File: config.mk
export PLATFORM = sky130hd
export DESIGN_NAME = aarm_div_cell
export DESIGN_NICKNAME = d
export VERILOG_FILES = /design/src/sv/aarm_pkg.sv /design/src/sv/aarm_div_cell.sv
export SDC_FILE = /design/constraint.sdc
export NUM_CORES = 1
export LEC_CHECK = 0
export ABC_AREA = 1
export BUFFER_PORTS_ARGS = -buffer_cell sky130_fd_sc_hd__buf_2
export CAP_MARGIN = 20
export CORE_ASPECT_RATIO = 0.5
export CORE_UTILIZATION = 50
export CTS_BUF_LIST = sky130_fd_sc_hd__clkbuf_4 sky130_fd_sc_hd__clkbuf_8 sky130_fd_sc_hd__clkbuf_16
export DETAILED_ROUTE_END_ITERATION = 12
export PLACE_DENSITY = 0.85
export SETUP_SLACK_MARGIN = 0.05
export SYNTH_ARGS = -nofsm -noshare
export SYNTH_HDL_FRONTEND = slang
export SYNTH_SLANG_ARGS = --single-unit
export TNS_END_PERCENT = 30
File: constraint.sdc
create_clock -name clk_i -period 4.2 [get_ports clk_i]
set_input_delay 0.42 -clock clk_i [delete_from_list [all_inputs] [get_ports clk_i]]
set_output_delay 0.42 -clock clk_i [all_outputs]
set_load 0.03 [all_outputs]
File: src/sv/aarm_pkg.sv
`default_nettype none
package aarm_pkg;

  localparam int IN_FRAC_BITS  = 27;
  localparam int OUT_FRAC_BITS = 30;

  localparam int ISQRT_STEPS  = 32;
  localparam int DIV_STEPS    = 31;
  localparam int CORDIC_STEPS = 30;

  // The angle in Q.30 is the length shifted up by this many bits.
  localparam int ANG_SHIFT = 30 - IN_FRAC_BITS;
  localparam int ANG_W     = 32 + ANG_SHIFT;
  // Conditional subtractions of 2pi times a power of two.
  localparam int RED_STEPS = ANG_SHIFT;
  // Input register, squares, sum, root, prep, reduction, fold, CORDIC, three output stages.
  localparam int LAT = 3 + ISQRT_STEPS + 1 + RED_STEPS + 1 + CORDIC_STEPS + 3;

  localparam int OUT_SH = 30 - OUT_FRAC_BITS;
  localparam logic [35:0] OUT_HALF = (OUT_SH > 0) ? (36'd1 << (OUT_SH - 1)) : 36'd0;

  localparam logic [31:0] SMALL_LEN_MAX = 32'((64'd1 << IN_FRAC_BITS) / 100000);

  localparam logic [33:0] GAIN_Q30    = 34'd652032874;
  localparam logic [63:0] HALF_PI_Q30 = 64'd1686629713;
  localparam logic [63:0] PI_Q30      = 64'd3373259426;
  localparam logic [63:0] TWO_PI_Q30  = 64'd6746518852;
  localparam logic signed [34:0] ONE_Q30 = 35'sd1073741824;
  localparam logic [31:0] ONE_OUT = 32'd1 << OUT_FRAC_BITS;

  localparam logic [29:0] ATAN_Q30 [CORDIC_STEPS] = '{
    30'd843314856, 30'd497837829, 30'd263043836, 30'd133525158, 30'd67021686,
    30'd33543515, 30'd16775850, 30'd8388437, 30'd4194282, 30'd2097149,
    30'd1048575, 30'd524287, 30'd262143, 30'd131071, 30'd65535,
    30'd32767, 30'd16383, 30'd8191, 30'd4095, 30'd2047,
    30'd1023, 30'd511, 30'd255, 30'd127, 30'd63,
    30'd31, 30'd15, 30'd7, 30'd3, 30'd1
  };

  typedef struct packed {
    logic signed [31:0] rot_x;
    logic signed [31:0] rot_y;
    logic signed [31:0] rot_z;
  } in_word_t;

  typedef struct packed {
    logic signed [31:0] m00;
    logic signed [31:0] m01;
    logic signed [31:0] m02;
    logic signed [31:0] m10;
    logic signed [31:0] m11;
    logic signed [31:0] m12;
    logic signed [31:0] m20;
    logic signed [31:0] m21;
    logic signed [31:0] m22;
    logic               is_identity;
  } out_word_t;

  typedef struct packed {
    logic [63:0]      rem;
    logic [63:0]      res;
    logic [2:0][31:0] mag;
    logic [2:0]       neg;
  } sqrt_t;

  typedef struct packed {
    logic [2:0][31:0] r;
    logic [2:0][30:0] q;
    logic [2:0]       lsb;
    logic [2:0]       neg;
    logic [31:0]      len;
  } div_t;

  typedef struct packed {
    logic [33:0] x;
    logic [33:0] y;
    logic [33:0] z;
    logic        flip;
  } cordic_t;

  // Product of two Q.30 values, rounded half up back to Q.30.
  function automatic logic signed [33:0] rnd_q30(input logic signed [69:0] p);
    logic signed [69:0] r;
    r = p + 70'sd536870912;
    return r[63:30];
  endfunction

  function automatic logic [31:0] out_fix(input logic signed [35:0] v);
    logic signed [35:0] r;
    r = (v + signed'(OUT_HALF)) >>> OUT_SH;
    if (r > 36'sd2147483647) begin
      return 32'h7fffffff;
    end else if (r < -36'sd2147483648) begin
      return 32'h80000000;
    end
    return r[31:0];
  endfunction

endpackage
`default_nettype wire

File: src/sv/aarm_div_cell.sv
`default_nettype none
module aarm_div_cell (
  input  logic            clk_i,
  input  logic            en_i,
  input  aarm_pkg::div_t  d_i,
  output aarm_pkg::div_t  q_o
);

  aarm_pkg::div_t cell_d, cell_q;
  logic [32:0]    trial [3];

  // One quotient bit per lane; the pending low bit of the magnitude enters first.
  always_comb begin
    cell_d     = d_i;
    cell_d.lsb = '0;
    for (int l = 0; l < 3; l++) begin
      trial[l] = {d_i.r[l], d_i.lsb[l]};
      if (trial[l] >= {1'b0, d_i.len}) begin
        cell_d.r[l] = 32'(trial[l] - {1'b0, d_i.len});
        cell_d.q[l] = {d_i.q[l][29:0], 1'b1};
      end else begin
        cell_d.r[l] = trial[l][31:0];
        cell_d.q[l] = {d_i.q[l][29:0], 1'b0};
      end
    end
  end

  always_ff @(posedge clk_i) begin
    if (en_i) begin
      cell_q <= cell_d;
    end
  end

  assign q_o = cell_q;

endmodule
`default_nettype wire

# [After elaboration in Yosys (flattened, before gate mapping)]
# Cells that the tools add are included.
# W data, S select, Z words.
[op_classes] n_addsub=3 multipliers=0 div_mod_pow=0 n_lt_le_gt_ge=3 eq_ne=0 shifts=0 n_mux=6 n_bitwise=0 n_reduce_logical=0
[op_table] cell="$ge A33 B32 Y1" n=3
[op_table] cell="$mux W32" n=3
[op_table] cell="$sub A32 B32 Y32" n=3
[op_table] cell="$mux W1" n=3
[word_totals] ff_bits=224 latch_bits=0 ramBits=0 rom_bits=0 out_inout_bits=227 wordCells=20 memories=0

# [Depth between registers and ports, before layout]
[depth] depth_word=2 depth_mapped=16 ltp_nobuf=15

# [Least setup slack after synthesis]
# No wires, ideal clock.
[synth_timing] path_kind="in2reg" startpoint="in d_i[4] (netlist name)" endpoint="reg cell_q (netlist bit q_o[149]), data pin" arrival_time_ns=1.831 t_required_ns=3.948 setup_slack_ns=2.117 stages=14 n_path_buf=1 cell_sequence="inv_1 ha_1 nand2_1 nand2_1 nand3b_2 nand2_2 nand2_4 nand2_4 nand2_4 nand2_4 nand2_8 buf_12 nand2_1 nand2_1"
[synth_rtl] element="from (decl)" line="aarm_div_cell.sv:5" source="input aarm_pkg::div_t d_i,"
[synth_rtl] element="to (signal assigned)" line="aarm_div_cell.sv:30" source="cell_q <= cell_d;"
[synth_rtl] element="to (decl)" line="aarm_div_cell.sv:9" source="aarm_pkg::div_t cell_d, cell_q;"

==> results by stage <==
Finish:
- The flip-flop count of the largest register, all copies and words added is 224.
- Compared with the post-synthesis result, the final layout area differs by 21.02%.
- At the end of the flow, the number of nets in the layout was slightly below 3k.
- Of the cells placed in the final design, the portion with a size suffix greater than 1 is 0.2087.

Critical path:
- The buffer and inverter count on the worst path is 5.
- STA puts the critical path data arrival time at 2.79 ns.
- The standard cell with the maximum stage delay on the critical path is sky130_fd_sc_hd__ha_1.
- The class of the most critical setup path is in -> reg.
- The critical path goes through buf_2 > inv_1 > ha_1 > nand2_1 > inv_1 > nand2_1 > nand2_1 > inv_1 > nand2_1 > inv_1 > nand2_4 > nand2_4 > nand2_4 > nand2_1 > nand2_1.
- The dominant cell type by count on the critical path is sky130_fd_sc_hd__nand2_1.
- The largest stage delay on the critical path is 0.35 ns.
- Grouping stages by cell kind, the critical path spends the most delay in simple AND/OR/NAND/NOR gates.
- The startpoint kind of the worst setup timing path is a primary input.
- In this run the worst path has a maximum fanout of 33.
- The worst path required time is 4.49 ns.
- The critical path capture point type is a flip-flop.

Place:
- The number of buffers inserted by port buffering is 449.
- The final weighted congestion of routability-driven global placement is 1.015.
- The sum of net half-perimeters after detailed placement is 40980 um.
- The placement-stage worst setup slack is 1.128 ns.

Yosys:
- The register bit count reported by yosys is 224.
- Summed over all instances, the cell type with the most area after synthesis is sky130_fd_sc_hd__edfxtp_1.
- The synthesis warning total is 0.
- The area share of the leading cell type in the synthesized netlist is 0.4201.
- For this run, the register share of the synthesized area comes to 0.4201.
- Summing every instance area after synthesis gives roughly 16000 um^2.
- The number of cells produced by synthesis is 2168.
- The mean instance size in the synthesized netlist is ~7.4 um^2.
- By area the synthesized netlist is led by sky130_fd_sc_hd__edfxtp_1 (42%), sky130_fd_sc_hd__nand2_1 (21%), sky130_fd_sc_hd__inv_1 (9.6%), sky130_fd_sc_hd__ha_1 (7.5%), sky130_fd_sc_hd__nand3_1 (5.5%).
- The synthesized netlist contains 33 unique library cells.

Detailed routing:
- After detailed routing, the number of vias per cell comes to 5.045.
- The routed layout has between 15k and 20k vias.
- Summed over all layers, the routed wires come to 50970 um.
- The first routing iteration left between 1k and 1.5k violations.
- After detailed routing, the average wire length per cell comes to 16.69 um.
- The first-pass detailed-route iteration total is 5.
- The remaining antenna violation count after routing is 0.
- The post-route DRC violation count is 0.

CTS:
- After clock tree synthesis, the clock-pin slew on the worst setup and hold paths is 0.07 ns.
- Counting the buffers created by CTS gives 22.
- The number of resized instances in the post-cts repair step is 0.
- TritonCTS built the clock tree.
- Post-CTS timing repair inserted 0 buffers for setup.
- The tree built by TritonCTS fans out to 224 sinks.
- In this run, post-CTS hold repair placed 0 buffers.
- The tree is rooted in a sky130_fd_sc_hd__clkbuf_16.
- The maximum count of clock buffers along a single path is 3.
- CTS built an H-tree with a depth of 1.

Die:
- The die is 255.1 um wide.
- The floorplan has 45 rows.
- The count of pins on the block boundary is about 460.
- The initial utilization of the core area, before any placement, comes to 0.5180.
- The floorplan step set the die height to 128.5 um.
- The floorplan core area is around 30000 um^2.
- The floorplan step defined a die boundary enclosing 32790 um^2.

Timing:
- The setup TNS is 0 ns.
- The final count of negative-setup-slack endpoints is 0.
- The achievable frequency is 0.4001 GHz.
- The worst path setup slack after routing is 1.701 ns.
- Setup repair after global routing left no endpoint under its margin.
- Dividing the final minimum period by the clock period gives 0.5951.
- The actual transition at the worst max-transition pin is 0.9151 ns.
- The number of hold violations in the final report came to 0.
- The worst-case headroom to the max-slew limit is 0.3899.
- The routed design could run at a clock period as short as 2.500 ns.
- The final count of pins violating max slew is 0.

Status:
- The run finished with clean final reports.

Global route:
- The maximum number of pins on one net before global-route repair is ~110.
- The global-route wire length before repair is 76560 um.
- The initial antenna violation count is 1.
- The total overflow left after global routing is 0.
- The global routing usage summed across all routing layers is 0.3050.
- The via count of the first global-routing pass is 14.24k.

Pwr:
- The leakage dissipation is about 11 nW.
- Dividing total power by cell area gives a power density of 375.5 nW/um^2.
- The overall power after layout is 7.276 mW.
- VDD sags by at most 0.2558 mV.

Job:
- The reported max-cap violation count is 0.

Worst hold path:
- The tightest min-delay check is of the in -> reg type.
area by class of cell:
class | instances | area [um^2]
fill | 2817 | 11530
clock inverter | 15 | 188.9
timing repair buffer | 454 | 2320
antenna | 1 | 2.502
tap | 423 | 529.3
multi-input combinational | 1502 | 7500
sequential | 224 | 6726
inverter | 412 | 1546
clock buffer | 24 | 565.5
per-stage QoR:
step	cell area [um^2]	util	cells	hold slack, ns
2_1_floorplan	16020	-	2170	0.5189
3_3_place_gp	18620	0.6024	3015	0.5965
3_5_place_dp	18620	0.6024	3015	0.5982
4_1_cts	19380	0.6268	3054	0.04442
5_1_grt	19380	0.6269	3055	0.04743
6_report	19380	0.6269	3055	0.06318
worst paths after layout:
kind | start | end | slack (ns) | cells after the start
max | d_i[16] | q_o[212] | 1.70 | 15
min | d_i[91] | q_o[92] | 0.06 | 1
layer usage:
layer | wire [um] | global-route usage
met1 | 19880 | 0.3726
met2 | 25220 | 0.5436
met3 | 4210 | 0.05887
met4 | 1664 | 0.09898
met5 | 0 | 0
synth_stat cells:
cell type                  instances
sky130_fd_sc_hd__o21ai_0           3
sky130_fd_sc_hd__edfxtp_1        224
sky130_fd_sc_hd__buf_6             6
sky130_fd_sc_hd__nor2_4            3
sky130_fd_sc_hd__fa_1              3
sky130_fd_sc_hd__buf_8             2
sky130_fd_sc_hd__nor3_1           21
sky130_fd_sc_hd__nor3_4            1
sky130_fd_sc_hd__buf_4             6
sky130_fd_sc_hd__inv_2             3
sky130_fd_sc_hd__xor2_1           39
sky130_fd_sc_hd__nor3_2            2
sky130_fd_sc_hd__nand3_2          13
sky130_fd_sc_hd__nand4_1          11
sky130_fd_sc_hd__nand2_8           2
sky130_fd_sc_hd__buf_12            1
sky130_fd_sc_hd__nor2_2            9
sky130_fd_sc_hd__conb_1            1
sky130_fd_sc_hd__inv_1           409
sky130_fd_sc_hd__nand2_4          10
sky130_fd_sc_hd__nand3b_2          2
sky130_fd_sc_hd__xnor2_1           3
sky130_fd_sc_hd__nand3_1         175
sky130_fd_sc_hd__nor2_1          117
sky130_fd_sc_hd__nand2_1         882
sky130_fd_sc_hd__nand3b_1         11
sky130_fd_sc_hd__nand2_2          13
sky130_fd_sc_hd__a21oi_1          61
sky130_fd_sc_hd__buf_2            17
sky130_fd_sc_hd__or2_2             2
sky130_fd_sc_hd__ha_1             96
sky130_fd_sc_hd__o21bai_1          5
sky130_fd_sc_hd__and2_1           15
layout by cell type (no fill, tap or decap), types with 5 or more instances in the layout:
| cell | n |
|---|---|
| sky130_fd_sc_hd__nand3_2 | 13 |
| sky130_fd_sc_hd__a21oi_1 | 61 |
| sky130_fd_sc_hd__nor2_1 | 117 |
| sky130_fd_sc_hd__nand2_2 | 13 |
| sky130_fd_sc_hd__nor3_1 | 21 |
| sky130_fd_sc_hd__and2_1 | 15 |
| sky130_fd_sc_hd__nand3b_1 | 11 |
| sky130_fd_sc_hd__ha_1 | 96 |
| sky130_fd_sc_hd__o21bai_1 | 5 |
| sky130_fd_sc_hd__nand4_1 | 11 |
| sky130_fd_sc_hd__nand3_1 | 175 |
| sky130_fd_sc_hd__clkbuf_16 | 22 |
| sky130_fd_sc_hd__nand2_1 | 882 |
| sky130_fd_sc_hd__xor2_1 | 39 |
| sky130_fd_sc_hd__inv_1 | 409 |
| sky130_fd_sc_hd__nor2_2 | 9 |
| sky130_fd_sc_hd__buf_2 | 448 |
| sky130_fd_sc_hd__nand2_4 | 10 |
| sky130_fd_sc_hd__edfxtp_1 | 224 |
power breakdown:
group | total (mW) | switching (mW) | leakage, nW | internal [mW]
combinational | 2.31 | 1.63 | 8.20 | 0.682
clock | 2.13 | 0.905 | 0.375 | 1.23
sequential | 2.84 | 0.0677 | 2.19 | 2.77
kinds of logic after synthesis:
| logic type | after synthesis | synth area share |
|---|---|---|
| AND/OR/NAND/NOR | 1289 | 0.3436 |
| buffers and inverters | 444 | 0.1120 |
| flip-flops | 224 | 0.4201 |
| adder cells (fa/ha/maj) | 99 | 0.07876 |
| AO/OA/AOI/OAI | 69 | 0.02235 |
| XOR/XNOR | 42 | 0.02297 |
| other | 1 | 0.0002342 |
No activity file was read; power rests on OpenSTA's default activity.
