[config.mk]
export PLATFORM = sky130hd
export DESIGN_NAME = aarm_isqrt_cell
export DESIGN_NICKNAME = d
export VERILOG_FILES = /design/src/sv/aarm_pkg.sv /design/src/sv/aarm_isqrt_cell.sv
export SDC_FILE = /design/constraint.sdc
export NUM_CORES = 1
export LEC_CHECK = 0
export BUFFER_PORTS_ARGS = -buffer_cell sky130_fd_sc_hd__buf_4
export CAP_MARGIN = 20
export CORE_UTILIZATION = 45
export DETAILED_ROUTE_END_ITERATION = 16
export PLACE_DENSITY = 0.7
export SLEW_MARGIN = 5
export SYNTH_ARGS = -nofsm -noshare
export SYNTH_HDL_FRONTEND = slang
export SYNTH_SLANG_ARGS = --single-unit
[constraint.sdc]
create_clock -name clk_i -period 11.3 [get_ports clk_i]
set_input_delay 2.26 -clock clk_i [delete_from_list [all_inputs] [get_ports clk_i]]
set_output_delay 2.26 -clock clk_i [all_outputs]
set_load 0.1 [all_outputs]
[src/sv/aarm_pkg.sv]
`default_nettype none
package aarm_pkg;

  localparam int IN_FRAC_BITS  = 27;
  localparam int OUT_FRAC_BITS = 30;

  localparam int ISQRT_STEPS  = 32;
  localparam int DIV_STEPS    = 31;
  localparam int CORDIC_STEPS = 30;

  // The angle in Q.30 is the length shifted up by this many bits.
  localparam int ANG_SHIFT = 30 - IN_FRAC_BITS;
  localparam int ANG_W     = 32 + ANG_SHIFT;
  // Conditional subtractions of 2pi times a power of two.
  localparam int RED_STEPS = ANG_SHIFT;
  // Input register, squares, sum, root, prep, reduction, fold, CORDIC, three output stages.
  localparam int LAT = 3 + ISQRT_STEPS + 1 + RED_STEPS + 1 + CORDIC_STEPS + 3;

  localparam int OUT_SH = 30 - OUT_FRAC_BITS;
  localparam logic [35:0] OUT_HALF = (OUT_SH > 0) ? (36'd1 << (OUT_SH - 1)) : 36'd0;

  localparam logic [31:0] SMALL_LEN_MAX = 32'((64'd1 << IN_FRAC_BITS) / 100000);

  localparam logic [33:0] GAIN_Q30    = 34'd652032874;
  localparam logic [63:0] HALF_PI_Q30 = 64'd1686629713;
  localparam logic [63:0] PI_Q30      = 64'd3373259426;
  localparam logic [63:0] TWO_PI_Q30  = 64'd6746518852;
  localparam logic signed [34:0] ONE_Q30 = 35'sd1073741824;
  localparam logic [31:0] ONE_OUT = 32'd1 << OUT_FRAC_BITS;

  localparam logic [29:0] ATAN_Q30 [CORDIC_STEPS] = '{
    30'd843314856, 30'd497837829, 30'd263043836, 30'd133525158, 30'd67021686,
    30'd33543515, 30'd16775850, 30'd8388437, 30'd4194282, 30'd2097149,
    30'd1048575, 30'd524287, 30'd262143, 30'd131071, 30'd65535,
    30'd32767, 30'd16383, 30'd8191, 30'd4095, 30'd2047,
    30'd1023, 30'd511, 30'd255, 30'd127, 30'd63,
    30'd31, 30'd15, 30'd7, 30'd3, 30'd1
  };

  typedef struct packed {
    logic signed [31:0] rot_x;
    logic signed [31:0] rot_y;
    logic signed [31:0] rot_z;
  } in_word_t;

  typedef struct packed {
    logic signed [31:0] m00;
    logic signed [31:0] m01;
    logic signed [31:0] m02;
    logic signed [31:0] m10;
    logic signed [31:0] m11;
    logic signed [31:0] m12;
    logic signed [31:0] m20;
    logic signed [31:0] m21;
    logic signed [31:0] m22;
    logic               is_identity;
  } out_word_t;

  typedef struct packed {
    logic [63:0]      rem;
    logic [63:0]      res;
    logic [2:0][31:0] mag;
    logic [2:0]       neg;
  } sqrt_t;

  typedef struct packed {
    logic [2:0][31:0] r;
    logic [2:0][30:0] q;
    logic [2:0]       lsb;
    logic [2:0]       neg;
    logic [31:0]      len;
  } div_t;

  typedef struct packed {
    logic [33:0] x;
    logic [33:0] y;
    logic [33:0] z;
    logic        flip;
  } cordic_t;

  // Product of two Q.30 values, rounded half up back to Q.30.
  function automatic logic signed [33:0] rnd_q30(input logic signed [69:0] p);
    logic signed [69:0] r;
    r = p + 70'sd536870912;
    return r[63:30];
  endfunction

  function automatic logic [31:0] out_fix(input logic signed [35:0] v);
    logic signed [35:0] r;
    r = (v + signed'(OUT_HALF)) >>> OUT_SH;
    if (r > 36'sd2147483647) begin
      return 32'h7fffffff;
    end else if (r < -36'sd2147483648) begin
      return 32'h80000000;
    end
    return r[31:0];
  endfunction

endpackage
`default_nettype wire

[src/sv/aarm_isqrt_cell.sv]
`default_nettype none
module aarm_isqrt_cell (
  input  logic              clk_i,
  input  logic              en_i,
  input  logic [63:0]       bit_i,
  input  aarm_pkg::sqrt_t   d_i,
  output aarm_pkg::sqrt_t   q_o
);

  aarm_pkg::sqrt_t cell_d, cell_q;
  logic [63:0]     trial;

  always_comb begin
    cell_d = d_i;
    trial  = d_i.res + bit_i;
    if (d_i.rem >= trial) begin
      cell_d.rem = d_i.rem - trial;
      cell_d.res = (d_i.res >> 1) + bit_i;
    end else begin
      cell_d.res = d_i.res >> 1;
    end
  end

  always_ff @(posedge clk_i) begin
    if (en_i) begin
      cell_q <= cell_d;
    end
  end

  assign q_o = cell_q;

endmodule
`default_nettype wire

## After elaboration in Yosys (flattened, before gate mapping)

Cells that the tools add are included.

- Register bits after elaboration: 227
- Output and inout bits: 227
- Logic and storage cells: 13

- Add/sub/neg operators: 3
- Order comparisons: 1
- Mux-type cells: 2

Operators with widths:

| operator | number |
|---|---|
| 63-bit by 64-bit adder with 64-bit output | 1 |
| 64-bit adder | 1 |
| 64-bit >= comparator | 1 |
| 64-bit two-way mux | 1 |
| 64-bit subtractor | 1 |
| 63-bit two-way mux | 1 |

## Depth between registers and ports, before layout

Gate-level depths: netlist of the first run.

- Depth after elaboration: 3
- Mapped depth: 30
- Depth with buffers taken out: 27

## Worst setup path after synthesis of the first run

Ideal clock, no wire load.

- Kind: in2reg
- Start: input bit_i[6]
- End: register cell_q (netlist bit q_o[164]), data pin
- Setup time: 260 ps
- Arrival time: 7326 ps
- Data required time: 11040 ps
- Setup slack: 3714 ps
- Cell stages on the path: 27
- Buffers on the path: 5
- Path through: ha_1 > buf_6 > a2111oi_4 > o21ai_2 > and4bb_4 > or3_2 > a21o_1 > a21oi_1 > o21ai_0 > nand4_1 > a31oi_1 > xnor2_1 > ha_1 > clkbuf_1 > a21o_1 > a21o_1 > a21oi_1 > o21ai_0 > a21o_1 > a21oi_1 > o21ai_0 > a211oi_1 > o21a_1 > buf_4 > buf_4 > buf_4 > mux2_2

RTL lines:

| element | line | RTL |
|---|---|---|
| start: declaration | aarm_isqrt_cell.sv:5 | `input logic [63:0] bit_i,` |
| end signal: assignment | aarm_isqrt_cell.sv:26 | `cell_q <= cell_d;` |
| end: declaration | aarm_isqrt_cell.sv:10 | `aarm_pkg::sqrt_t cell_d, cell_q;` |

==> impl_metrics.yaml, run 1 <==
layout:
  final_layout_size_suffix_gt1_share_pct: 23.7
  area_growth_pct: 27.4
  most-common-layout-cells: "buf_4, nand2_1, edfxtp_1, a21oi_1, ha_1"
  multiInputGateArea_mm2: 0.0116
  final_nets: 3036
  final_common_cell: "buf_4"
  largest_register_ffs: 227
  final_area_mm2: 0.0242
  seq_area_mm2: 0.00682
  fillers: 3685
hold_path:
  hold_path.class: "in2reg"
  hold_path_depth: 1
timing:
  setup_viol: 0
  worstMarginPinSlew_ns: 1.16
  slew_violations: 0
  period_minus_slack_ns: 8.17
  hold_viol: 0
  whs_ns: 1.86
  rsz0062_at_grt: "no"
  post-route-period-util_pct: 72.3
  setup_tns_ns: 0
  slew_headroom_pct: 22.3
  max_freq_mhz: 122
clock_network:
  max-clock-path-buffers: 3
  cts_resized: 0
  path_clk_slew_ns: 0.06
  cts_tree: "yes"
  cts_setup_buffers: 0
  cts.sinks: 227
  root_buffer: "clkbuf_16"
  hold_buffers: 0
  cts-htree-levels: 1
  cts_made_buffers: 27
setup_path:
  crit_top_cell: "a21o_1"
  critPathMaxFanout: 230
  startpoint_type: "primary input"
  required_ns: 11.62
  slowest_delay_ns: 0.52
  slowest_stage: "or3_2"
  worstSetupPathType: "in2reg"
  crit_path_end_kind: "flop"
  path_cells: "buf_4 -> ha_1 -> a211oi_1 -> o21ai_2 -> and4bb_4 -> or3_2 -> a21o_1 -> a21oi_1 -> o21ai_0 -> nand4_1 -> a31oi_1 -> xnor2_1 -> ha_1 -> a21o_1 -> a21o_1 -> a21oi_1 -> o21ai_0 -> a21o_1 -> a21oi_1 -> o21ai_0 -> a211oi_1 -> o21a_4 -> buf_12 -> mux2_2"
  worstPathArrival_ns: 8.49
logic_synthesis:
  syn_area_mm2: 0.0190
  synth.ff_latch_count: 227
  ys.flop_type: "edfxtp_1"
  seq_area_frac_synth_pct: 35.8
  synth_cell_types: 84
  syn_area_per_cell_um2: 9.07
  async_flop_share_pct: 0
  synthCells: 2098
  ys_warn_count: 0
  synth_edf_count: 227
  syn_nets: 2584
die:
  num_rows: 74
  coreArea_mm2: 0.0413
  die_w_um: 208
  ios: 520
  start_util_pct: 46.1
  die_h_um: 208
  dieArea_mm2: 0.0431
grt:
  grt_usage_pct: 30.0
  antenna_found_initial: 7
  grt_max_degree: 231
  grt_pass1_vias: 17300
  overflow: 0
  grt_first_pass_wirelength_um: 102000
status:
  status: "complete, no violations"
job:
  cap_violations: 0
drt:
  routedWlPerCell_um: 21.7
  drt-pass1-iter-count: 7
  drtIter0Drc: 1498
  finalWirelength_um: 67300
  drc: 0
  via_per_inst: 5.88
  vias: 18300
  antenna_left: 0
placed_design:
  dpl_cell_area_mm2: 0.0232
  gp_congestion: 0.954
  portBuffers: 519
  dp_hpwl_um: 53900
pwr:
  p_per_area_mw_per_mm2: 206
  ir_drop_v: 0.000134
  total_power_uw: 4980
  leakagePower_uw: 0.0109
[cells in the mapped netlist (6+ instances only)]
master | count | area [um2]
buf_2 | 15 | 75.1
nor2b_1 | 18 | 113
ha_1 | 190 | 2380
a211oi_1 | 7 | 52.6
a311oi_1 | 6 | 52.6
nand3_1 | 42 | 210
or3_1 | 7 | 43.8
nor3_1 | 36 | 180
a21o_1 | 144 | 1080
a31o_2 | 7 | 61.3
a21boi_0 | 7 | 52.6
clkbuf_1 | 79 | 297
o21ai_1 | 7 | 35.0
o21ai_0 | 188 | 941
inv_1 | 45 | 169
xnor2_1 | 92 | 806
nand4_1 | 51 | 319
o21bai_1 | 32 | 240
and3_1 | 16 | 100
and2_1 | 9 | 56.3
edfxtp_1 | 227 | 6820
a211o_1 | 9 | 78.8
o21a_1 | 22 | 165
a21oi_1 | 220 | 1100
nand2_1 | 251 | 942
o211ai_1 | 8 | 60.1
o31ai_1 | 8 | 60.1
nand2b_1 | 14 | 87.6
a221o_1 | 6 | 60.1
a31oi_1 | 22 | 138
nor2_1 | 118 | 443
xor2_1 | 90 | 788
or2_2 | 7 | 43.8
[per-layer routing]
| layer | routed length (um) | global-route usage [%] | vias up |
|---|---|---|---|
| li1 | - | - | 8736 |
| met1 | 29600 | 41.5 | 8672 |
| met2 | 30800 | 48.1 | 772 |
| met3 | 5050 | 5.25 | 95 |
| met4 | 1800 | 8.83 | 0 |
| met5 | 0 | 0 | - |
[metrics by stage]
stage          setup WS, ns  util [%]  instances
2_1_floorplan          3.71         -       2098
3_3_place_gp           2.75      56.2       3052
3_5_place_dp           2.58      56.2       3052
4_1_cts                3.13      58.6       3101
5_1_grt                2.76      58.7       3109
6_report               3.13      58.7       3109
[critical path, delay by kind of cell]
family | cells | cell delay (ns)
AOI/OAI and AO/OA | 15 | 3.05
xor gates and xnor gates | 1 | 0.22
adders and majority gates | 2 | 0.67
buffers and inverters | 2 | 0.63
muxes | 1 | 0.41
and+or+nand+nor | 3 | 0.93
[cell families (layout without fill, tap and decap cells)]
kind of cell,count (synthesis),in the layout,synth area share (%)
AO/OA/AOI/OAI,748,748,25.0
XOR/XNOR,182,182,8.38
adder cells (fa/ha/maj),193,193,12.8
buffers and inverters,145,617,3.06
flip-flops,227,227,35.8
multiplexers,5,5,0.283
other,0,7,0
AND/OR/NAND/NOR,598,598,14.6
[worst paths after layout]
| path | endpoint | start |
|---|---|---|
| worst max-delay path | q_o[164]$_DFFE_PP_ | bit_i[1] |
| worst min-delay path | q_o[86]$_DFFE_PP_ | d_i[86] |
[cell type report]
type	count	share of cell area (%)
Timing Repair Buffer	523	16.4
Clock inverter	19	1.18
Sequential cell	227	28.1
Tap cell	532	2.75
Multi-Input combinational cell	1726	48.0
Inverter	45	0.697
Clock buffer	30	2.83
Antenna cell	7	0.0723
[where the power goes]
group	leakage [uW]	internal, uW	switching, uW
clock	0.000473	598	383
sequential	0.00222	1140	56.4
combinational	0.00818	761	2050
total	0.0109	2500	2490
No activity file was read; power rests on OpenSTA's default activity.
==> inputs of run 2 (changes only) <==
==> constraint.sdc (replaced) <==
create_clock -name clk_i -period 8.1 [get_ports clk_i]
set_input_delay 1.62 -clock clk_i [delete_from_list [all_inputs] [get_ports clk_i]]
set_output_delay 1.62 -clock clk_i [all_outputs]
set_load 0.1 [all_outputs]
==> impl_metrics.yaml, run 2 (same netlist as run 1, synthesis figures left out) <==
status:
  status: "complete, no violations"
layout:
  largest_register_ffs: 227
  final_nets: 3046
  most-common-layout-cells: "buf_4, nand2_1, edfxtp_1, a21oi_1, ha_1"
  area_growth_pct: 27.4
  final_common_cell: "buf_4"
  fin_util_pct: 58.7
  final_layout_size_suffix_gt1_share_pct: 24.0
timing:
  post-route-period-util_pct: 89.0
  slew_headroom_pct: 22.5
  rsz0062_at_grt: "no"
  setup_tns_ns: 0
  max_freq_mhz: 139
  period_minus_slack_ns: 7.21
  worstMarginPinSlew_ns: 1.15
  whs_ns: 1.20
  hold_viol: 0
  setup_viol: 0
  timing.final.ws_setup_ns: 0.891
  slew_violations: 0
clock_network:
  hold_buffers: 0
  cts-htree-levels: 1
  cts_setup_buffers: 0
  cts.sinks: 227
  max-clock-path-buffers: 3
  cts_resized: 0
  cts_made_buffers: 27
  root_buffer: "clkbuf_16"
  path_clk_slew_ns: 0.06
  cts_tree: "yes"
setup_path:
  worstSetupPathType: "in2reg"
  startpoint_type: "primary input"
  required_ns: 8.49
  crit_path_end_kind: "flop"
  critPathMaxFanout: 82
  worstPathArrival_ns: 7.60
job:
  cap_violations: 0
grt:
  grt_usage_pct: 29.8
  grt_first_pass_wirelength_um: 101000
  antenna_found_initial: 2
  grt_max_degree: 170
  overflow: 0
  grt_pass1_vias: 17200
drt:
  finalWirelength_um: 66900
  routedWlPerCell_um: 21.5
  drc: 0
  vias: 18200
  drtIter0Drc: 1534
  via_per_inst: 5.83
  antenna_left: 0
  drt-pass1-iter-count: 5
die:
  num_rows: 74
  die_h_um: 208
  ios: 520
  die_w_um: 208
  start_util_pct: 46.1
  coreArea_mm2: 0.0413
  dieArea_mm2: 0.0431
pwr:
  p_sw_share_pct: 50.5
  clkPwrFrac_pct: 18.5
  switching_power_uw: 3480
  ir_drop_v: 0.000162
  p_per_area_mw_per_mm2: 284
  sequentialPowerShare_pct: 24.2
  leakagePower_uw: 0.0109
  pwr-share-comb_pct: 57.3
  p_int_uw: 3410
placed_design:
  preCtsSetupSlack_ns: 0.365
  dp_hpwl_um: 53900
  portBuffers: 519
  gp_congestion: 0.946
hold_path:
  hold_path_depth: 1
  hold_path.class: "in2reg"
==> run 2: cell count changes in the layout (fill, tap and decap cells not counted), sizes merged <==
cell    before  now
diode        7    2
bufinv       7    4
buf        523  533
clkinv       9   14
clkbuf      30   29
==> run 2: routing by layer <==
metal | global-route usage [%] | vias up | share of wire, %
li1 | - | 8765 | -
met1 | 41.2 | 8565 | 45
met2 | 48.1 | 722 | 46
met3 | 4.75 | 107 | 6.6
met4 | 8.54 | 0 | 2.9
met5 | 0 | - | 0
==> run 2: path summary, 6_finish.rpt <==
kind | from | to | slack (ns)
worst max-delay path | bit_i[6] | q_o[226]$_DFFE_PP_ | 0.89
worst min-delay path | d_i[44] | q_o[44]$_DFFE_PP_ | 1.20
==> run 2: area by class of cell <==
type,count,area (um2)
Antenna cell,2,5.00
Timing Repair Buffer,533,4050
Tap cell,532,666
Sequential cell,227,6820
Inverter,45,169
Multi-Input combinational cell,1726,11600
Clock buffer,29,683
Fill cell,3685,17100
Clock inverter,21,219
==> run 2: power groups by stage <==
stage                     combinational [uW]  sequential, uW  clock, uW
after floorplan                         1430            3180          0
after global placement                  3880            1680          0
after detailed placement                3910            1680          0
after CTS                               3920            1660       1300
after global routing                    4160            1680       1340
final                                   3950            1660       1270
==> run 2: metrics by stage <==
| stage | instances | total power (uW) | instance area, um2 |
|---|---|---|---|
| final | 3115 | 6880 | 24200 |
| after global routing | 3115 | 7180 | 24200 |
| after detailed placement | 3063 | 5590 | 23300 |
| after floorplan | 2098 | 4610 | 19000 |
| after global placement | 3063 | 5560 | 23300 |
| after CTS | 3113 | 6880 | 24200 |
==> run 2: critical path: stages <==
cell and delay (ns):
buf_4 0.11, ha_1 0.43, a2111oi_4 0.40, o21ai_2 0.14
and4bb_4 0.24, or3_2 0.53, a21o_1 0.22, a21oi_1 0.22
o21ai_0 0.19, nand4_1 0.16, a31oi_1 0.12, xnor2_1 0.22
ha_1 0.36, a21o_1 0.20, a21o_1 0.17, a21oi_1 0.12
o21ai_0 0.13, a21o_1 0.22, a21oi_1 0.14, o21ai_0 0.08
a211oi_1 0.32, o21a_4 0.27, buf_12 0.33, nor3_1 0.10
a221o_1 0.30, nor3_1 0.22
==> inputs of run 3 (changes only) <==
--- a/config.mk
+++ b/config.mk
@@ -7,6 +7,7 @@
 export LEC_CHECK = 0
 export BUFFER_PORTS_ARGS = -buffer_cell sky130_fd_sc_hd__buf_4
 export CAP_MARGIN = 20
+export CORE_MARGIN = 3
 export CORE_UTILIZATION = 45
 export DETAILED_ROUTE_END_ITERATION = 16
 export PLACE_DENSITY = 0.7
==> impl_metrics.yaml, run 3 (same netlist as run 1, synthesis figures left out) <==
timing:
  timing.final.ws_setup_ns: 0.931
  max_freq_mhz: 139
  period_minus_slack_ns: 7.17
  hold_viol: 0
  rsz0062_at_grt: "no"
  setup_tns_ns: 0
  setup_viol: 0
  slew_headroom_pct: 25.1
  post-route-period-util_pct: 88.5
  worstMarginPinSlew_ns: 1.11
  slew_violations: 0
  whs_ns: 1.23
clock_network:
  cts_setup_buffers: 0
  path_clk_slew_ns: 0.06
  hold_buffers: 0
  cts-htree-levels: 1
  root_buffer: "clkbuf_16"
  cts_resized: 0
  cts_tree: "yes"
  cts.sinks: 227
  cts_made_buffers: 28
  max-clock-path-buffers: 3
grt:
  grt_usage_pct: 28.8
  grt_pass1_vias: 17400
  overflow: 0
  use_met1_pct: 39.4
  grt_max_degree: 80
  antenna_found_initial: 10
  grt_use_met3_pct: 5.57
  grt-busiest-layer: "met2"
  grt_use_met2_pct: 46.5
  grt_first_pass_wirelength_um: 101000
placed_design:
  preCtsSetupSlack_ns: 0.447
  place_inst: 3064
  dp_hpwl_um: 55600
  portBuffers: 519
  gp_congestion: 0.951
die:
  die_w_um: 212
  die_h_um: 212
  ios: 520
  num_rows: 74
  coreArea_mm2: 0.0413
  dieArea_mm2: 0.0448
  start_util_pct: 46.1
layout:
  final_nets: 3048
  area_growth_pct: 27.8
  seq_area_mm2: 0.00682
  fin_cells: 3122
  most-common-layout-cells: "buf_4, nand2_1, edfxtp_1, a21oi_1, ha_1"
  final_layout_size_suffix_gt1_share_pct: 23.9
  final_common_cell: "buf_4"
  multiInputGateArea_mm2: 0.0116
  largest_register_ffs: 227
  fillers: 3676
setup_path:
  worstSetupPathType: "in2reg"
  crit_start: "bit_i[6]"
  worstPathArrival_ns: 7.46
  required_ns: 8.39
  critPathMaxFanout: 48
  startpoint_type: "primary input"
  crit_path_end_kind: "flop"
status:
  status: "complete, no violations"
drt:
  antenna_left: 0
  drtIter0Drc: 1251
  drt-pass1-iter-count: 5
  via_per_inst: 5.82
  vias: 18200
  routedWlPerCell_um: 21.8
  finalWirelength_um: 68100
  drc: 0
job:
  cap_violations: 0
pwr:
  total_power_uw: 6940
  leakagePower_uw: 0.0109
  p_per_area_mw_per_mm2: 286
  ir_drop_v: 0.000206
hold_path:
  hold_path.class: "in2reg"
  hp-start: "d_i[18]"
[run 3: changes by cell type in the layout (fill, tap and decap cells not counted), sizes merged]
cell / previous run / this run
inv: 46 / 45
buf: 533 / 534
clkbuf: 29 / 33
bufinv: 4 / 5
diode: 2 / 10
clkinv: 14 / 8
[run 3: per-stage QoR]
step | cell area [um2] | util, %
2_1_floorplan | 19000 | -
3_3_place_gp | 23300 | 56.5
3_5_place_dp | 23300 | 56.5
4_1_cts | 24300 | 58.8
5_1_grt | 24300 | 58.9
6_report | 24300 | 58.9
[run 3: per-layer routing]
metal	wire length, um	vias up
met5	0	-
met4	1780	0
met3	5960	90
met2	31000	783
met1	29400	8518
li1	-	8786
[run 3: layout make-up]
class	instances	area share (%)
clock buffer	33	3.05
multi-input combinational	1726	47.8
antenna	10	0.103
sequential	227	28.0
tap	532	2.74
clock inverter	15	0.854
timing repair buffer	534	16.7
inverter	45	0.695
[run 3: final timing paths]
check	end	slack [ns]	depth (start not counted)
setup / recovery	q_o[107]$_DFFE_PP_	0.93	25
hold / removal	q_o[18]$_DFFE_PP_	1.23	1
[run 3: critical path: stages]
cell and delay (ns):
buf_4 0.12, ha_1 0.42, a2111oi_4 0.41, o21ai_2 0.13
and4bb_4 0.24, or3_2 0.52, a21o_1 0.23, a21oi_1 0.21
o21ai_0 0.19, nand4_1 0.16, a31oi_1 0.12, xnor2_1 0.23
ha_1 0.36, a21o_1 0.20, a21o_1 0.17, a21oi_1 0.13
o21ai_0 0.14, a21o_1 0.23, a21oi_1 0.16, o21ai_0 0.09
a211oi_1 0.31, o21a_4 0.33, buf_12 0.26, buf_12 0.24
o21ai_0 0.14
[run 3: power by group]
part | leakage (uW) | total [uW] | switching [uW] | internal (uW)
Sequential | 0.00222 | 1660 | 75.3 | 1590
Combinational | 0.00823 | 3950 | 2860 | 1090
Clock | 0.000455 | 1330 | 520 | 805
