## src/sv/aarm_pkg.sv

```systemverilog
`default_nettype none
package aarm_pkg;

  localparam int IN_FRAC_BITS  = 27;
  localparam int OUT_FRAC_BITS = 30;

  localparam int ISQRT_STEPS  = 32;
  localparam int DIV_STEPS    = 31;
  localparam int CORDIC_STEPS = 30;

  // The angle in Q.30 is the length shifted up by this many bits.
  localparam int ANG_SHIFT = 30 - IN_FRAC_BITS;
  localparam int ANG_W     = 32 + ANG_SHIFT;
  // Conditional subtractions of 2pi times a power of two.
  localparam int RED_STEPS = ANG_SHIFT;
  // Input register, squares, sum, root, prep, reduction, fold, CORDIC, three output stages.
  localparam int LAT = 3 + ISQRT_STEPS + 1 + RED_STEPS + 1 + CORDIC_STEPS + 3;

  localparam int OUT_SH = 30 - OUT_FRAC_BITS;
  localparam logic [35:0] OUT_HALF = (OUT_SH > 0) ? (36'd1 << (OUT_SH - 1)) : 36'd0;

  localparam logic [31:0] SMALL_LEN_MAX = 32'((64'd1 << IN_FRAC_BITS) / 100000);

  localparam logic [33:0] GAIN_Q30    = 34'd652032874;
  localparam logic [63:0] HALF_PI_Q30 = 64'd1686629713;
  localparam logic [63:0] PI_Q30      = 64'd3373259426;
  localparam logic [63:0] TWO_PI_Q30  = 64'd6746518852;
  localparam logic signed [34:0] ONE_Q30 = 35'sd1073741824;
  localparam logic [31:0] ONE_OUT = 32'd1 << OUT_FRAC_BITS;

  localparam logic [29:0] ATAN_Q30 [CORDIC_STEPS] = '{
    30'd843314856, 30'd497837829, 30'd263043836, 30'd133525158, 30'd67021686,
    30'd33543515, 30'd16775850, 30'd8388437, 30'd4194282, 30'd2097149,
    30'd1048575, 30'd524287, 30'd262143, 30'd131071, 30'd65535,
    30'd32767, 30'd16383, 30'd8191, 30'd4095, 30'd2047,
    30'd1023, 30'd511, 30'd255, 30'd127, 30'd63,
    30'd31, 30'd15, 30'd7, 30'd3, 30'd1
  };

  typedef struct packed {
    logic signed [31:0] rot_x;
    logic signed [31:0] rot_y;
    logic signed [31:0] rot_z;
  } in_word_t;

  typedef struct packed {
    logic signed [31:0] m00;
    logic signed [31:0] m01;
    logic signed [31:0] m02;
    logic signed [31:0] m10;
    logic signed [31:0] m11;
    logic signed [31:0] m12;
    logic signed [31:0] m20;
    logic signed [31:0] m21;
    logic signed [31:0] m22;
    logic               is_identity;
  } out_word_t;

  typedef struct packed {
    logic [63:0]      rem;
    logic [63:0]      res;
    logic [2:0][31:0] mag;
    logic [2:0]       neg;
  } sqrt_t;

  typedef struct packed {
    logic [2:0][31:0] r;
    logic [2:0][30:0] q;
    logic [2:0]       lsb;
    logic [2:0]       neg;
    logic [31:0]      len;
  } div_t;

  typedef struct packed {
    logic [33:0] x;
    logic [33:0] y;
    logic [33:0] z;
    logic        flip;
  } cordic_t;

  // Product of two Q.30 values, rounded half up back to Q.30.
  function automatic logic signed [33:0] rnd_q30(input logic signed [69:0] p);
    logic signed [69:0] r;
    r = p + 70'sd536870912;
    return r[63:30];
  endfunction

  function automatic logic [31:0] out_fix(input logic signed [35:0] v);
    logic signed [35:0] r;
    r = (v + signed'(OUT_HALF)) >>> OUT_SH;
    if (r > 36'sd2147483647) begin
      return 32'h7fffffff;
    end else if (r < -36'sd2147483648) begin
      return 32'h80000000;
    end
    return r[31:0];
  endfunction

endpackage
`default_nettype wire

```

## src/sv/aarm_cordic_cell.sv

```systemverilog
`default_nettype none
module aarm_cordic_cell (
  input  logic              clk_i,
  input  logic              en_i,
  input  logic [4:0]        sh_i,
  input  logic [29:0]       atan_i,
  input  aarm_pkg::cordic_t d_i,
  output aarm_pkg::cordic_t q_o
);

  aarm_pkg::cordic_t  cell_d, cell_q;
  logic signed [33:0] x, y, z, dx, dy, at;

  always_comb begin
    x  = signed'(d_i.x);
    y  = signed'(d_i.y);
    z  = signed'(d_i.z);
    at = signed'({4'd0, atan_i});
    dx = y >>> sh_i;
    dy = x >>> sh_i;
    cell_d = d_i;
    if (!z[33]) begin
      cell_d.x = x - dx;
      cell_d.y = y + dy;
      cell_d.z = z - at;
    end else begin
      cell_d.x = x + dx;
      cell_d.y = y - dy;
      cell_d.z = z + at;
    end
  end

  always_ff @(posedge clk_i) begin
    if (en_i) begin
      cell_q <= cell_d;
    end
  end

  assign q_o = cell_q;

endmodule
`default_nettype wire

```

## config.mk

```make
export PLATFORM = sky130hd
export DESIGN_NAME = aarm_cordic_cell
export DESIGN_NICKNAME = d
export VERILOG_FILES = /design/src/sv/aarm_pkg.sv /design/src/sv/aarm_cordic_cell.sv
export SDC_FILE = /design/constraint.sdc
export NUM_CORES = 1
export LEC_CHECK = 0
export BUFFER_PORTS_ARGS = -buffer_cell sky130_fd_sc_hd__buf_2
export CORE_ASPECT_RATIO = 1.75
export CORE_UTILIZATION = 59
export CTS_CLUSTER_DIAMETER = 50
export DETAILED_ROUTE_END_ITERATION = 8
export MAX_ROUTING_LAYER = met4
export PLACE_DENSITY = 0.86
export SLEW_MARGIN = 0
export SYNTH_ARGS = -nofsm -noshare
export SYNTH_HDL_FRONTEND = slang
export SYNTH_SLANG_ARGS = --single-unit
```

## constraint.sdc

```tcl
create_clock -name clk_i -period 7.6 [get_ports clk_i]
set_input_delay 1.14 -clock clk_i [delete_from_list [all_inputs] [get_ports clk_i]]
set_output_delay 1.14 -clock clk_i [all_outputs]
set_load 0.02 [all_outputs]
```

Word-level counts from Yosys, hierarchy flattened. Cells that the tools add are included.

Add/subtract/negate cells: 6. Shift operators: 2. Muxes and demuxes: 1.

Operators with widths (count): two-way mux 102 bit (1); adder 34 bit (2); >>> shifter 34 x 5 -> 34 bit (2); subtractor 34 bit (2); adder 34 x 31 -> 34 bit (1); subtractor 34 x 31 -> 34 bit (1).

Flip-flop bits (word level): 103. Input port bits: 140. Logic and storage cells: 13.

Logic depth before layout (Yosys ltp). Gate-level depths: netlist of run 1.

Depth after elaboration: 3. Mapped depth: 27. Gate-level depth less buffers: 22.

Worst setup path before layout of run 1. OpenSTA, ideal clock, no wires.

Path type: in2reg. From: input sh_i[1]. To: register cell_q (netlist bit q_o[67]) (data pin). Data arrival time: 6311 ps. Data required time: 7336 ps. Setup slack: 1025 ps. Cell stages on the path: 24. Buffers on the path: 5. Cells stage by stage: buf_6 -> buf_4 -> buf_4 -> buf_2 -> buf_1 -> mux4_2 -> a32o_1 -> a211oi_1 -> ha_1 -> inv_1 -> nor4b_2 -> a21o_1 -> xnor2_1 -> ha_1 -> o21a_1 -> nor2_1 -> nor3_1 -> a221oi_1 -> o31ai_1 -> a21oi_1 -> a21oi_1 -> o211ai_1 -> a31oi_1 -> xor2_1.

RTL lines: start: declaration (RTL line aarm_cordic_cell.sv:5) `input logic [4:0] sh_i,`; end signal: assignment (RTL line aarm_cordic_cell.sv:35) `cell_q <= cell_d;`; end: declaration (RTL line aarm_cordic_cell.sv:11) `aarm_pkg::cordic_t cell_d, cell_q;`.

==> flow_summary.toml, run 1 <==
[routing]
wl_per_cell_microns = 27.23
drtAntennaViolNets = 0
wirelength_mm = 60.86
via_per_inst = 6.998
drc = 0
vias = 15640
drtPass1Iterations = 8
first_iter_violations = 1728

[floorplan]
die_h_microns = 209.9
core_area_sq_um = 24120
initial_core_util_pct = 60.39
die_area_sq_um = 25340
num_rows = 75
io_pins = 243
die_x_microns = 120.8

[hold_path]
hp-start = "d_i[0]"
hp-class = "input port to register"
whs_path_depth = 1
hold_end = "q_o[0]$_DFFE_PP_"

[grt]
grt.total_usage_pct = 50.66
antenna_found_initial = 4
grt_overflow_total = 0
grt_pass1_vias = 16560
grt_pass1_wl_mm = 91.42
grt_max_degree = 58

[critical_path]
required_ns = 7.77
endpoint_kind = "register"
max_stage_delay_ns = 0.57
crit_top_cell = "buf_4"
cp-start-kind = "input port"
crit_family = "compound AO/OA/AOI/OAI gates"
crit_cells = 27
cp_max_fo = 50
cp.arrival_ns = 7.19
cp_slowest_cell = "mux4_2"
critPathBufInv = 7
critPathKind = "input port to register"

[clock_network]
clockBufferDepth = 2
numCtsBuffers = 9
htreeDepth = 3
clk_pin_slew_ns = 0.09
cts_setup_buffers = 0
clock-root-buffer = "clkbuf_16"
ctsHoldBuffers = 0
cts_tree = "done"
clock_sinks = 103
cts_resized = 0

[timing]
setup_viol = 0
fmax_ghz = 0.1424
rsz0062_at_grt = "false"
fin_crit_sh_pct = 92.41
slew_headroom_pct = 29.59
tightest_slew_ns = 1.056
postLayoutSetupSlackWorst_ns = 0.5771
slew_violations = 0
period_minus_slack_ns = 7.023
hold_slack_ns = 0.9028
fin_tns_setup_ns = 0
hold_viol = 0

[place]
dp_worst_setup_slack_ns = 0.3641
dp_hpwl_mm = 47.27
portBuffers = 242
globalplace.congestion = 1.066

[final_layout]
layout-drive-gt1-share_pct = 28.86
finalCoreUtilization_pct = 72.10
nNetsFinal = 2163
area_growth_syn_to_layout_pct = 19.38
largest_register_ffs = 103

[synthesis]
yosys.area_share.simple_pct = 13.82
synth_fp_nets = 1817
yosysWarnings = 0
synth_xor_area_share_pct = 10.52
synth_compound_area_share_pct = 20.60
synthAdderAreaFrac_pct = 9.174
syn_area_per_cell_sq_um = 9.265
synth_top_family_by_area = "multiplexers"
async_flop_share_pct = 0
synth_ff_type = "edfxtp_1"
synth_cell_types = 80
ys_seq_area_share_pct = 21.24
synth_cells = 1572
syn_area_sq_um = 14570
synthMuxAreaShare_pct = 20.64
synth_edf_count = 103
synth-seq-cells = 103

[flow_run]
maxCapViolCount = 0

[pwr]
clkPwrFrac_pct = 15.3
p_leak_nw = 7.623
p_sw_share_pct = 43.87
finalPower_mw = 3.467
pwr-share-comb_pct = 59.3
ir_drop_v = 0.0001877
power_density_nw_per_um2 = 199.4
p_seq_share_pct = 25.4
p_int_mw = 1.946
switchingPower_mw = 1.521

[status]
status = "completed"
## power by group through the flow
stage | clock network [mW] | logic (mW) | registers (mW)
2_1_floorplan | 0 | 1.07 | 1.09
3_5_place_dp | 0 | 1.99 | 0.891
4_1_cts | 0.528 | 2.00 | 0.880
5_1_grt | 0.542 | 2.18 | 0.891
3_3_place_gp | 0 | 1.92 | 0.885
6_report | 0.531 | 2.06 | 0.880
## per-layer routing
| layer | vias to the layer above | part of all wire (%) | wire [microns] | global-route usage [%] |
|---|---|---|---|---|
| met4 | 0 | 11 | 6971 | 49.77 |
| met3 | 477 | 9.4 | 5697 | 14.86 |
| met2 | 1122 | 49 | 30120 | 83.63 |
| met5 | - | 0 | 0 | - |
| li1 | 6738 | - | - | - |
| met1 | 7304 | 30 | 18070 | 44.93 |
## Yosys cell counts (18+ instances only)
cell type | count | area share [%]
buf_1 | 18 | 0.46
inv_1 | 46 | 1.2
mux2_2 | 26 | 2.0
a31oi_1 | 28 | 1.2
mux4_2 | 88 | 14
nand2_1 | 119 | 3.1
nor2_1 | 134 | 3.5
nor2b_1 | 21 | 0.90
xnor2_1 | 102 | 6.1
o21a_1 | 23 | 1.2
nand3_1 | 19 | 0.65
ha_1 | 102 | 8.8
a21oi_1 | 155 | 5.3
clkbuf_1 | 19 | 0.49
xor2_1 | 73 | 4.4
mux2i_1 | 68 | 4.7
buf_2 | 18 | 0.62
nor3_1 | 27 | 0.93
a21o_1 | 56 | 2.9
o21ai_0 | 57 | 2.0
nand2b_1 | 19 | 0.82
a211oi_1 | 20 | 1.0
edfxtp_1 | 103 | 21
## cell families (layout without fill, tap and decap cells)
logic type / count (synthesis) / count (layout)
AO/OA/AOI/OAI: 464 / 464
flip-flops: 103 / 103
XOR/XNOR: 175 / 175
AND/OR/NAND/NOR: 419 / 419
multiplexers: 184 / 184
buffers and inverters: 122 / 473
other: 0 / 4
adder cells (fa/ha/maj): 105 / 105
## how the worst max path moves through the flow
stage	from	end
2_1_floorplan	sh_i[1]	q_o[67]$_DFFE_PP_
6_report	sh_i[1]	q_o[68]$_DFFE_PP_
3_3_place_gp	sh_i[0]	q_o[68]$_DFFE_PP_
4_1_cts	sh_i[1]	q_o[68]$_DFFE_PP_
5_1_grt	sh_i[1]	q_o[68]$_DFFE_PP_
3_5_place_dp	sh_i[1]	q_o[68]$_DFFE_PP_
## cell usage in the layout (no fill, tap or decap), types with 17 or more instances in the layout
cell | netlist | routed
mux2_2 | 26 | 26
nor3_1 | 27 | 26
nand2_1 | 119 | 119
xnor2_1 | 102 | 102
o21a_1 | 23 | 23
edfxtp_1 | 103 | 103
nor2b_1 | 21 | 21
xor2_1 | 73 | 73
buf_2 | 18 | 239
a211oi_1 | 20 | 20
a31oi_1 | 28 | 28
nand2b_1 | 19 | 19
mux4_2 | 88 | 88
nand3_1 | 19 | 19
o22ai_1 | 17 | 17
inv_1 | 46 | 46
a21o_1 | 56 | 56
mux2i_1 | 68 | 68
buf_4 | 13 | 167
o21ai_0 | 57 | 57
ha_1 | 102 | 102
a21oi_1 | 155 | 155
nor2_1 | 134 | 134
## layout make-up
type | count | area (sq um)
diodes | 4 | 10.01
clock buffers | 9 | 225.2
well taps | 308 | 385.4
clock inverters | 7 | 90.09
inverters | 48 | 180.2
flip-flops and latches | 103 | 3093
repair buffers | 409 | 2510
fillers | 1737 | 6729
multi-input cells | 1347 | 10890
## per-stage QoR
step                      cell area, sq um  cells
after floorplan                      14570   1572
after global placement               17060   2215
after detailed placement             17060   2215
after CTS                            17380   2231
after global routing                 17390   2235
final                                17390   2235
(Power assumes the default switching activity.)
==> run 2, diff against run 1 <==
==> constraint.sdc (replaced) <==
create_clock -name clk_i -period 7.6 [get_ports clk_i]
set_input_delay 0.38 -clock clk_i [delete_from_list [all_inputs] [get_ports clk_i]]
set_output_delay 0.38 -clock clk_i [all_outputs]
set_load 0.02 [all_outputs]
==> flow_summary.toml, run 2 (synthesis gave the netlist of run 1 again) <==
[pwr]
power_density_nw_per_um2 = 197.4
ir_drop_v = 0.0001864
p_leak_nw = 7.002

[hold_path]
hp-class = "input port to register"
hp-start = "d_i[0]"

[grt]
grt.total_usage_pct = 45.90
antenna_found_initial = 0
grt_max_degree = 61
grt_pass1_vias = 15100
grt_overflow_total = 0
grt_pass1_wl_mm = 83.76

[critical_path]
path_cells = "buf_4 > buf_4 > nor2_1 > mux2_2 > a211oi_1 > a221oi_1 > nor2b_1 > nor2b_1 > and4_1 > a21oi_1 > xnor2_1 > ha_1 > nand2_1 > nor2_1 > nand2_1 > o31ai_1 > a21oi_1 > a21oi_1 > o211ai_1 > a31oi_1 > xor2_1"
crit_family = "compound AO/OA/AOI/OAI gates"
cp_slowest_cell = "a211oi_1"
critPathKind = "input port to register"
max_stage_delay_ns = 0.75
required_ns = 7.74
crit_top_cell = "a21oi_1"
cp_max_fo = 42
critPathBufInv = 2
endpoint_kind = "register"
crit_start = "sh_i[0]"
cp-start-kind = "input port"
cp.arrival_ns = 6.74

[timing]
postLayoutSetupSlackWorst_ns = 0.9952
tightest_slew_ns = 1.070
fmax_ghz = 0.1514
setup_viol = 0
rsz0062_at_grt = "false"
slew_headroom_pct = 28.29
period_minus_slack_ns = 6.605
slew_violations = 0
fin_crit_sh_pct = 86.91
fin_tns_setup_ns = 0
hold_viol = 0

[floorplan]
core_area_sq_um = 24120
die_h_microns = 209.9
die_area_sq_um = 25340
num_rows = 75
initial_core_util_pct = 60.39
io_pins = 243
die_x_microns = 120.8

[final_layout]
largest_register_ffs = 103
final_common_cell = "buf_2"
layout-drive-gt1-share_pct = 23.78
area_growth_syn_to_layout_pct = 12.69
final_cell_mix = "239 x buf_2, 155 x a21oi_1, 134 x nor2_1"
final_cells = 2104
insertedDiodeCount = 0
nNetsFinal = 2036

[clock_network]
clk_pin_slew_ns = 0.08
numCtsBuffers = 9
clockBufferDepth = 2
ctsHoldBuffers = 0
cts_resized = 0
cts_tree = "done"
cts_setup_buffers = 0
clock-root-buffer = "clkbuf_16"
htreeDepth = 3
clock_sinks = 103

[place]
dp_worst_setup_slack_ns = 0.7823
portBuffers = 242
dp_cells = 2088
globalplace.congestion = 1.068
dp_hpwl_mm = 43.71

[status]
status = "completed"

[routing]
wirelength_mm = 56.32
drtPass1Iterations = 6
first_iter_violations = 1758
drtAntennaViolNets = 0
wl_per_cell_microns = 26.77
via_per_inst = 7.043
drc = 0
vias = 14820

[flow_run]
maxCapViolCount = 0
## run 2: per-layer routing
layer / vias to the layer above / track usage [%] / wire length (microns)
met5: - / - / 0
met4: 0 / 41.93 / 5993
met3: 376 / 9.402 / 4527
met2: 972 / 77.41 / 28390
met1: 6996 / 43.20 / 17400
li1: 6474 / - / -
## run 2: area by class of cell
cell class,instances,area (sq um)
fillers,1951,7704
well taps,308,385.4
clock buffers,9,225.2
repair buffers,282,1569
inverters,48,180.2
clock inverters,7,66.31
multi-input cells,1347,10890
flip-flops and latches,103,3093
## run 2: final timing paths
check / end / slack [ns] / depth (start not counted)
max: q_o[67]$_DFFE_PP_ / 1.0 / 21
min: q_o[0]$_DFFE_PP_ / 0.18 / 1
## run 2: stage by stage
step | instance area [sq um] | hold slack (ns) | utilization [%] | total power, mW
3_3_place_gp | 16120 | 0.5593 | 66.85 | 2.665
5_1_grt | 16410 | 0.1673 | 68.06 | 3.389
3_5_place_dp | 16120 | 0.5754 | 66.85 | 2.711
6_report | 16410 | 0.1753 | 68.06 | 3.240
2_1_floorplan | 14570 | 0.4789 | - | 2.153
4_1_cts | 16410 | 0.1648 | 68.06 | 3.201
## run 2: report_power, final
| group | switching, mW | internal, mW |
|---|---|---|
| registers | 0.0376 | 0.840 |
| clock network | 0.263 | 0.230 |
| logic | 1.14 | 0.727 |
==> run 3, diff against run 2 <==
clock period = 6.9 ns   (was 7.6 ns; I/O delays follow)
==> flow_summary.toml, run 3 (synthesis gave the netlist of run 1 again) <==
[place]
post_dp_cell_area_sq_um = 16250
dp_worst_setup_slack_ns = 0.4368
portBuffers = 242
dp_hpwl_mm = 41.97
globalplace.congestion = 1.108

[grt]
grt_pass1_wl_mm = 81.29
antenna_found_initial = 4
grt_overflow_total = 0
grt.total_usage_pct = 44.55
grt_max_degree = 70
grt_pass1_vias = 14960

[timing]
period_minus_slack_ns = 6.213
slew_headroom_pct = 16.35
slew_violations = 0
fin_crit_sh_pct = 90.05
fin_tns_setup_ns = 0
postLayoutSetupSlackWorst_ns = 0.6867
setup_viol = 0
hold_viol = 0
fmax_ghz = 0.1609
tightest_slew_ns = 1.250
rsz0062_at_grt = "false"

[pwr]
p_int_mw = 1.997
switchingPower_mw = 1.554
p_seq_share_pct = 27.1
ir_drop_v = 0.0001629
pwr-share-comb_pct = 58.1
p_leak_nw = 7.072
clkPwrFrac_pct = 14.8
p_sw_share_pct = 43.76
power_density_nw_per_um2 = 214.7

[routing]
drtPass1Iterations = 7
drc = 0
drtAntennaViolNets = 0
first_iter_violations = 1553
via_per_inst = 6.982
vias = 14830
wl_per_cell_microns = 25.49
wirelength_mm = 54.14

[hold_path]
hp-start = "d_i[0]"
whs_path_depth = 1
hold_end = "q_o[0]$_DFFE_PP_"
hp-class = "input port to register"

[floorplan]
initial_core_util_pct = 60.39
die_x_microns = 120.8
io_pins = 243
die_h_microns = 209.9
die_area_sq_um = 25340
core_area_sq_um = 24120
num_rows = 75

[status]
status = "completed"

[final_layout]
area_growth_syn_to_layout_pct = 13.56
final_cell_mix = "239 x buf_2, 155 x a21oi_1, 134 x nor2_1"
largest_register_ffs = 103
design_area_sq_um = 16540
fillers = 1933
layout-drive-gt1-share_pct = 24.50
nNetsFinal = 2053
final_common_cell = "buf_2"

[critical_path]
cp_max_fo = 36
crit_cells = 23
required_ns = 7.05
endpoint_kind = "register"
max_stage_delay_ns = 0.71
cp.arrival_ns = 6.36
path_cells = "buf_2 > inv_1 > a311oi_1 > a31oi_1 > mux2i_1 > nor4bb_1 > nor4b_2 > buf_4 > nand4_1 > o21ai_0 > a22oi_1 > ha_1 > nand2_1 > nor2_1 > nand2_1 > nor3_1 > o21ai_0 > buf_4 > a21oi_1 > o221ai_1 > a31oi_1 > a21oi_1 > xnor2_1"
critPathBufInv = 4
cp-start-kind = "input port"
cp_slowest_cell = "buf_2"
crit_family = "compound AO/OA/AOI/OAI gates"
critPathKind = "input port to register"

[clock_network]
cts_setup_buffers = 0
cts_tree = "done"
clock_sinks = 103
clockBufferDepth = 2
htreeDepth = 3
ctsHoldBuffers = 0
cts_resized = 0
numCtsBuffers = 9
clk_pin_slew_ns = 0.09
clock-root-buffer = "clkbuf_16"

[flow_run]
maxCapViolCount = 0
[run 3: how the worst max path moves through the flow]
stage	start	to	slack, ns
final	sh_i[2]	q_o[68]$_DFFE_PP_	0.69
after global placement	sh_i[0]	q_o[68]$_DFFE_PP_	0.50
after CTS	sh_i[0]	q_o[68]$_DFFE_PP_	0.81
after floorplan	sh_i[1]	q_o[67]$_DFFE_PP_	1.12
after detailed placement	sh_i[0]	q_o[67]$_DFFE_PP_	0.44
after global routing	sh_i[0]	q_o[101]$_DFFE_PP_	0.11
[run 3: power by group through the flow]
stage	Combinational [mW]	Clock, mW	Sequential, mW
floorplan	1.17	0	1.20
global placement	1.97	0	0.975
detailed placement	2.01	0	0.975
CTS	2.02	0.528	0.964
global route	2.21	0.540	0.977
finish	2.06	0.524	0.963
[run 3: layer usage]
layer  track usage, %  vias up  wire length [microns]
met2            74.32      933                  27040
met4            41.76        0                   5913
met5                -        -                      0
li1                 -     6510                      -
met3            10.11      383                   4481
met1            41.56     7004                  16700
[run 3: metrics by stage]
step	cells	hold slack, ns	utilization, %	power, mW
after CTS	2120	0.1214	68.54	3.516
after detailed placement	2105	0.5235	67.38	2.989
final	2124	0.1279	68.58	3.551
after global routing	2124	0.1247	68.58	3.726
after floorplan	1572	0.4439	-	2.372
after global placement	2105	0.5217	67.38	2.947
[run 3: layout make-up]
cell class	instances	area, sq um	share of cell area, %
multi-input combinational	1347	10890	65.87
sequential	103	3093	18.70
timing repair buffer	299	1697	10.26
tap	308	385.4	2.330
clock buffer	9	225.2	1.362
inverter	48	180.2	1.089
clock inverter	6	55.05	0.3329
antenna	4	10.01	0.06052
